### config.mk
export PLATFORM = sky130hd
export DESIGN_NAME = nat64_checksum_incremental_update
export DESIGN_NICKNAME = d
export VERILOG_FILES = /design/src/hw/rtl/ncu_pkg.sv /design/src/hw/rtl/ncu_stage.sv /design/src/hw/rtl/nat64_checksum_incremental_update.sv
export VERILOG_INCLUDE_DIRS = /design/src /design/src/hw/rtl
export SDC_FILE = /design/constraint.sdc
export NUM_CORES = 2
export LEC_CHECK = 0
export BUFFER_PORTS_ARGS = -buffer_cell sky130_fd_sc_hd__buf_2
export CORE_UTILIZATION = 45
export CTS_CLUSTER_SIZE = 10
export DETAILED_ROUTE_END_ITERATION = 7
export PLACE_DENSITY_LB_ADDON = 0.05
export SLEW_MARGIN = 15
export SYNTH_ARGS = -nofsm -noshare
export SYNTH_HDL_FRONTEND = slang
export SYNTH_SLANG_ARGS = --single-unit
### constraint.sdc
create_clock -name clk_i -period 22.3 [get_ports clk_i]
set_input_delay 4.46 -clock clk_i [delete_from_list [all_inputs] [get_ports clk_i]]
set_output_delay 4.46 -clock clk_i [all_outputs]
set_load 0.05 [all_outputs]
### src/hw/rtl/nat64_checksum_incremental_update_assert.svh
// Assertion helpers used by the checksum update RTL.
`ifndef NAT64_CHECKSUM_INCREMENTAL_UPDATE_ASSERT_SVH
`define NAT64_CHECKSUM_INCREMENTAL_UPDATE_ASSERT_SVH

// Clocked property, disabled while reset is asserted.
`define NCU_ASSERT(lbl, prop) \
  lbl: assert property (@(posedge clk_i) disable iff (!rst_ni) (prop)) \
    else $error("ncu assertion failed");

// Condition that must never be true outside reset.
`define NCU_ASSERT_NEVER(lbl, expr) \
  lbl: assert property (@(posedge clk_i) disable iff (!rst_ni) !(expr)) \
    else $error("ncu forbidden condition seen");

`endif

### src/hw/rtl/ncu_pkg.sv
package ncu_pkg;

  // Translation direction
  typedef enum logic {
    CMD_V6_TO_V4 = 1'b0,
    CMD_V4_TO_V6 = 1'b1
  } cmd_e;

  localparam int unsigned WORD_W        = 16;
  localparam int unsigned NUM_OPS       = 24;  // 22 real word steps, 2 no-op pads
  localparam int unsigned OPS_PER_STAGE = 4;
  localparam int unsigned NUM_STAGES    = NUM_OPS / OPS_PER_STAGE;
  localparam int unsigned LAST          = NUM_STAGES - 1;

  typedef logic [WORD_W-1:0] word_t;

  // One word step: add with end-around carry or subtract with end-around borrow
  typedef struct packed {
    logic  is_add;
    word_t word;
  } op_t;

  // Pipeline payload: running sum and the step list
  typedef struct packed {
    word_t                     s;
    op_t [NUM_OPS-1:0]         ops;
  } pipe_t;

  function automatic word_t add_word(word_t s, word_t w);
    logic [WORD_W:0] t;
    t = {1'b0, s} + {1'b0, w};
    return t[WORD_W] ? (t[WORD_W-1:0] + word_t'(1)) : t[WORD_W-1:0];
  endfunction

  function automatic word_t sub_word(word_t s, word_t w);
    return (w > s) ? (s - w - word_t'(1)) : (s - w);
  endfunction

  function automatic word_t apply_op(word_t s, op_t op);
    return op.is_add ? add_word(s, op.word) : sub_word(s, op.word);
  endfunction

endpackage

### src/hw/rtl/ncu_stage.sv
// Four dependent word steps on the running sum, lowest op first.
module ncu_stage import ncu_pkg::*; (
  input  word_t                     s_i,
  input  op_t [OPS_PER_STAGE-1:0]   ops_i,
  output word_t                     s_o
);

  word_t chain [OPS_PER_STAGE+1];

  always_comb begin
    chain[0] = s_i;
    for (int i = 0; i < OPS_PER_STAGE; i++) begin
      chain[i+1] = apply_op(chain[i], ops_i[i]);
    end
  end

  assign s_o = chain[OPS_PER_STAGE];

endmodule

### src/hw/rtl/nat64_checksum_incremental_update.sv
// Channel | handshake          | payload
// --------+--------------------+---------------------------------------------
// input   | valid_i / stall_o  | command_i, old_checksum_i, v6_*_i, v4_*_i,
//         |                    | old_port_value_i, new_port_value_i
// output  | valid_o / stall_i  | new_checksum_o
//
// One transaction per cycle sustained while stall_i stays low; each result
// passes through every pipeline stage, each stage running four word steps.
// Reset clears only the stage valid bits; data registers are not reset.
// A stage holds while the one after it is full and held, so bubbles collapse
// and stall_o rises only once every stage holds a transaction.
module nat64_checksum_incremental_update import ncu_pkg::*; (
  input  logic        clk_i,
  input  logic        rst_ni,
  input  logic        valid_i,
  output logic        stall_o,
  input  logic        command_i,
  input  logic [15:0] old_checksum_i,
  input  logic [63:0] v6_src_hi_i,
  input  logic [63:0] v6_src_lo_i,
  input  logic [63:0] v6_dst_hi_i,
  input  logic [63:0] v6_dst_lo_i,
  input  logic [31:0] v4_src_i,
  input  logic [31:0] v4_dst_i,
  input  logic [15:0] old_port_value_i,
  input  logic [15:0] new_port_value_i,
  output logic        valid_o,
  input  logic        stall_i,
  output logic [15:0] new_checksum_o
);

`include "nat64_checksum_incremental_update_assert.svh"

  word_t                 v6w [16];
  word_t                 v4w [4];
  op_t [NUM_OPS-1:0]     dec_ops;
  pipe_t                 dec_pipe;

  pipe_t                 pipe_q [NUM_STAGES];
  pipe_t                 pipe_in [NUM_STAGES];
  pipe_t                 pipe_d [NUM_STAGES];
  logic [NUM_STAGES-1:0] valid_q;
  logic [NUM_STAGES-1:0] valid_in;
  logic [NUM_STAGES:0]   rdy;

  // Split addresses into big-endian words and build the step list
  always_comb begin
    for (int j = 0; j < 4; j++) begin
      v6w[j]      = v6_src_hi_i[16*(3-j) +: 16];
      v6w[4 + j]  = v6_src_lo_i[16*(3-j) +: 16];
      v6w[8 + j]  = v6_dst_hi_i[16*(3-j) +: 16];
      v6w[12 + j] = v6_dst_lo_i[16*(3-j) +: 16];
    end
    v4w[0] = v4_src_i[31:16];
    v4w[1] = v4_src_i[15:0];
    v4w[2] = v4_dst_i[31:16];
    v4w[3] = v4_dst_i[15:0];

    // pads: adding zero leaves the sum unchanged
    for (int i = 0; i < NUM_OPS; i++) begin
      dec_ops[i].is_add = 1'b1;
      dec_ops[i].word   = '0;
    end

    unique case (cmd_e'(command_i))
      CMD_V6_TO_V4: begin
        for (int j = 0; j < 16; j++) begin
          dec_ops[j].is_add = 1'b0;
          dec_ops[j].word   = v6w[j];
        end
        dec_ops[16].is_add = 1'b0;
        dec_ops[16].word   = old_port_value_i;
        for (int j = 0; j < 4; j++) begin
          dec_ops[17 + j].word = v4w[j];
        end
      end
      CMD_V4_TO_V6: begin
        for (int j = 0; j < 4; j++) begin
          dec_ops[j].is_add = 1'b0;
          dec_ops[j].word   = v4w[j];
        end
        dec_ops[4].is_add = 1'b0;
        dec_ops[4].word   = old_port_value_i;
        for (int j = 0; j < 16; j++) begin
          dec_ops[5 + j].word = v6w[j];
        end
      end
      default: begin
      end
    endcase
    dec_ops[21].word = new_port_value_i;

    dec_pipe.s   = ~old_checksum_i;
    dec_pipe.ops = dec_ops;
  end

  // Ready chain: a stage may load when empty or when it drains this cycle
  always_comb begin
    rdy[NUM_STAGES] = !stall_i;
    for (int k = NUM_STAGES - 1; k >= 0; k--) begin
      rdy[k] = !valid_q[k] || rdy[k+1];
    end
  end
  assign stall_o = !rdy[0];

  // Stage datapath
  for (genvar k = 0; k < NUM_STAGES; k++) begin : g_stage
    if (k == 0) begin : g_first
      assign pipe_in[k]  = dec_pipe;
      assign valid_in[k] = valid_i;
    end else begin : g_next
      assign pipe_in[k]  = pipe_q[k-1];
      assign valid_in[k] = valid_q[k-1];
    end

    ncu_stage u_stage (
      .s_i   (pipe_in[k].s),
      .ops_i (pipe_in[k].ops[k*OPS_PER_STAGE +: OPS_PER_STAGE]),
      .s_o   (pipe_d[k].s)
    );
    assign pipe_d[k].ops = pipe_in[k].ops;

    // valid bit
    always_ff @(posedge clk_i or negedge rst_ni) begin
      if (!rst_ni) begin
        valid_q[k] <= 1'b0;
      end else if (rdy[k]) begin
        valid_q[k] <= valid_in[k];
      end
    end

    // payload
    always_ff @(posedge clk_i) begin
      if (rdy[k] && valid_in[k]) begin
        pipe_q[k] <= pipe_d[k];
      end
    end
  end

  assign valid_o        = valid_q[LAST];
  assign new_checksum_o = ~pipe_q[LAST].s;

  // Stall only when every stage is occupied
  `NCU_ASSERT(a_stall_full, stall_o |-> (&valid_q))
  // A held first stage keeps its sum
  `NCU_ASSERT(a_hold_first, (valid_q[0] && !rdy[1]) |=> (valid_q[0] && $stable(pipe_q[0].s)))
  // A transaction leaving the first stage lands in the second
  `NCU_ASSERT(a_move_first, (valid_q[0] && rdy[1]) |=> valid_q[1])
  // Input stall only follows a stalled output
  `NCU_ASSERT_NEVER(a_stall_source, stall_o && !stall_i)
  // Output drains when nothing follows it
  `NCU_ASSERT(a_empty_after, (valid_o && !stall_i && !valid_q[LAST-1]) |=> !valid_o)

endmodule

==> results.cfg <==
[outcome]
status = finished clean

[yosys]
syn_area_um2 = 68600
postSynthCellCount = 6841
synthXorXnorAreaFrac = 0.110
synth-seq-cells = 906
yosysTopAreaCellShare = 0.394
synth.area.top_cells = edfxtp_1, ha_1, xnor2_1
syn_avg_cell_area_um2 = 10.0
ys_types = 94
synth_simple_gate_area_share = 0.140
synthMuxAreaShare = 0.0669
synth-main-ff-cell = edfxtp_1
synth_fp_nets = 7829
yosysMostFrequentCell = edfxtp_1
ys_warn_count = 0
ys_top_cells_by_count = edfxtp_1, ha_1, xnor2_1
synth_top_family_by_area = simple AND/OR/NAND/NOR gates
async_flop_share = 0.00662
synth_edf_count = 900
synth_compound_area_frac = 0.132
synth_area_leader_cell = edfxtp_1
ys_seq_area_frac = 0.396
synth_adder_area_share = 0.116

[drt]
post_drt_via_cell_ratio = 5.82
wl_per_cell_um = 28.3
ant_nets = 0
dr.pass1.iters = 6
drc = 0
vias = 54100
first_iter_violations = 5389
wirelength_mm = 263

[grt]
gr-usage-all-layers = 0.334
grt_pass1_vias = 49900
grt_pass1_wl_mm = 362
grt_max_degree = 148
antenna_found_initial = 90
grt-ovfl-total = 0

[floorplanning]
die_x_um = 392
start_util = 0.455
num_rows = 142
dieHeight_um = 392
dieArea_um2 = 154000
fp.coreArea_um2 = 151000
boundaryPins = 391

[critical_path]
worst_setup_path_start_kind = input port
r2r-end = pipe_q[1][418]
worstSetupPathType = in2reg
rrSetupSlack_ps = 7440
reg2regPathDepth = 46
cp_data_required_time_ps = 22750
endpoint_kind = register
cpMaxStageDelayCell = buf_4
cpPeakStageDelay_ps = 740
startpoint = command_i
crit_fanout = 57
r2r_start = pipe_q[0][68]
crit_end = pipe_q[0][417]
worst_ep_arrival_time_ps = 16910
cp_common_cell = o21ai_0

[cells_and_area]
drive_above_1_share = 0.129
fill_cells = 14100
fin_cells = 9301
syn2layout_area_growth_pct = 10.9
postLayoutCoreUtil = 0.505
fin_nets = 8182

[place]
place_inst = 9098
gp_congestion = 1.02
hpwl_mm = 220
numPortBuffers = 390

[clocking]
post-cts-setup-buffer-count = 0
cts_resized = 0
cts_buffer_depth = 3
clockRootBuffer = clkbuf_16
htreeDepth = 3
ctsHoldBuffers = 0
cts.reportedPaths.clkPinSlew_ps = 70
cts_tree = done
clock_sinks = 906
clk_latency_ps = 760
cts_made_buffers = 110

[job]
max_cap_viol_count = 0

[sta]
drv_slew = 0
fmax_mhz = 60.8
worstMarginPinSlew_ps = 1160
period_share = 0.738
min_period_ps = 16460
rsz0062_at_grt = no
finalSetupViolCount = 0
finClkSkew_ps = 52.5
finalSetupTns_ps = 0
hold_viol = 0
relSlewSlack = 0.204

[min_path]
hold_path.class = reg2reg
## cell type report
type | instances | area [µm²] | area share
Clock buffer | 136 | 2870 | 0.0377
Multi-Input combinational cell | 5212 | 38700 | 0.509
Timing Repair Buffer | 429 | 2270 | 0.0298
Clock inverter | 30 | 393 | 0.00516
Inverter | 535 | 2010 | 0.0264
Antenna cell | 37 | 92.6 | 0.00122
Sequential cell | 906 | 27200 | 0.357
Tap cell | 2016 | 2520 | 0.0332
## state kept, by name, indices dropped and copies added (netlist names)
signal / cells
valid_in: 5
pipe_q: 900
valid_o: 1
## kinds of logic after synthesis
| kind of cell | Yosys count |
|---|---|
| adders and majority gates | 615 |
| buffers and inverters | 723 |
| xor gates and xnor gates | 856 |
| and+or+nand+nor | 1912 |
| AOI/OAI and AO/OA | 1407 |
| DFF | 906 |
| muxes | 422 |
## routing by layer
metal	part of all wire	global-route usage
met4	0.034	0.102
met2	0.43	0.506
met5	0.0014	0
met1	0.44	0.466
met3	0.088	0.0829
## how the worst min path moves through the flow
| stage | end | slack (ps) | from | depth (start not counted) |
|---|---|---|---|---|
| floorplan | pipe_q[1][136] | 400 | pipe_q[0][136] | 0 |
| global placement | pipe_q[1][233] | 400 | pipe_q[0][233] | 0 |
| detailed placement | pipe_q[1][192] | 400 | pipe_q[0][192] | 0 |
| CTS | pipe_q[2][244] | 370 | pipe_q[1][244] | 0 |
| global route | pipe_q[1][156] | 390 | pipe_q[0][156] | 0 |
| finish | pipe_q[2][244] | 380 | pipe_q[1][244] | 0 |
## cells in the final DEF (no fill, tap or decap), types with 94 or more instances in the layout
| master | n |
|---|---|
| nand2b_1 | 110 |
| o21ai_0 | 305 |
| clkbuf_16 | 110 |
| nand3_1 | 144 |
| nor2b_1 | 94 |
| ha_1 | 581 |
| edfxtp_1 | 900 |
| buf_2 | 389 |
| a21oi_1 | 433 |
| nor2_1 | 541 |
| mux2_2 | 292 |
| xnor2_1 | 573 |
| xor2_1 | 281 |
| mux2i_1 | 129 |
| inv_1 | 533 |
| nand2_1 | 370 |
| nor3_1 | 196 |
## through the flow
stage	hold WS (ps)	worst slack, ps	instance area, µm²
after floorplan	400	7650	68600
after global placement	400	5230	72700
after detailed placement	405	5250	72700
after CTS	373	5990	76000
after global routing	390	5030	76000
final	377	5840	76100
## critical path, delay by kind of cell
| family | cells | cell delay, ps |
|---|---|---|
| compound gates | 19 | 4390 |
| simple gates | 13 | 3580 |
| fa+ha+maj | 5 | 1750 |
| buf+inv | 4 | 1300 |
| mux | 2 | 730 |
| xor+xnor | 3 | 630 |
Power is left out: the tool's default activity adds up to more than one toggle a clock period on the data nets, which glitch-free logic cannot reach.
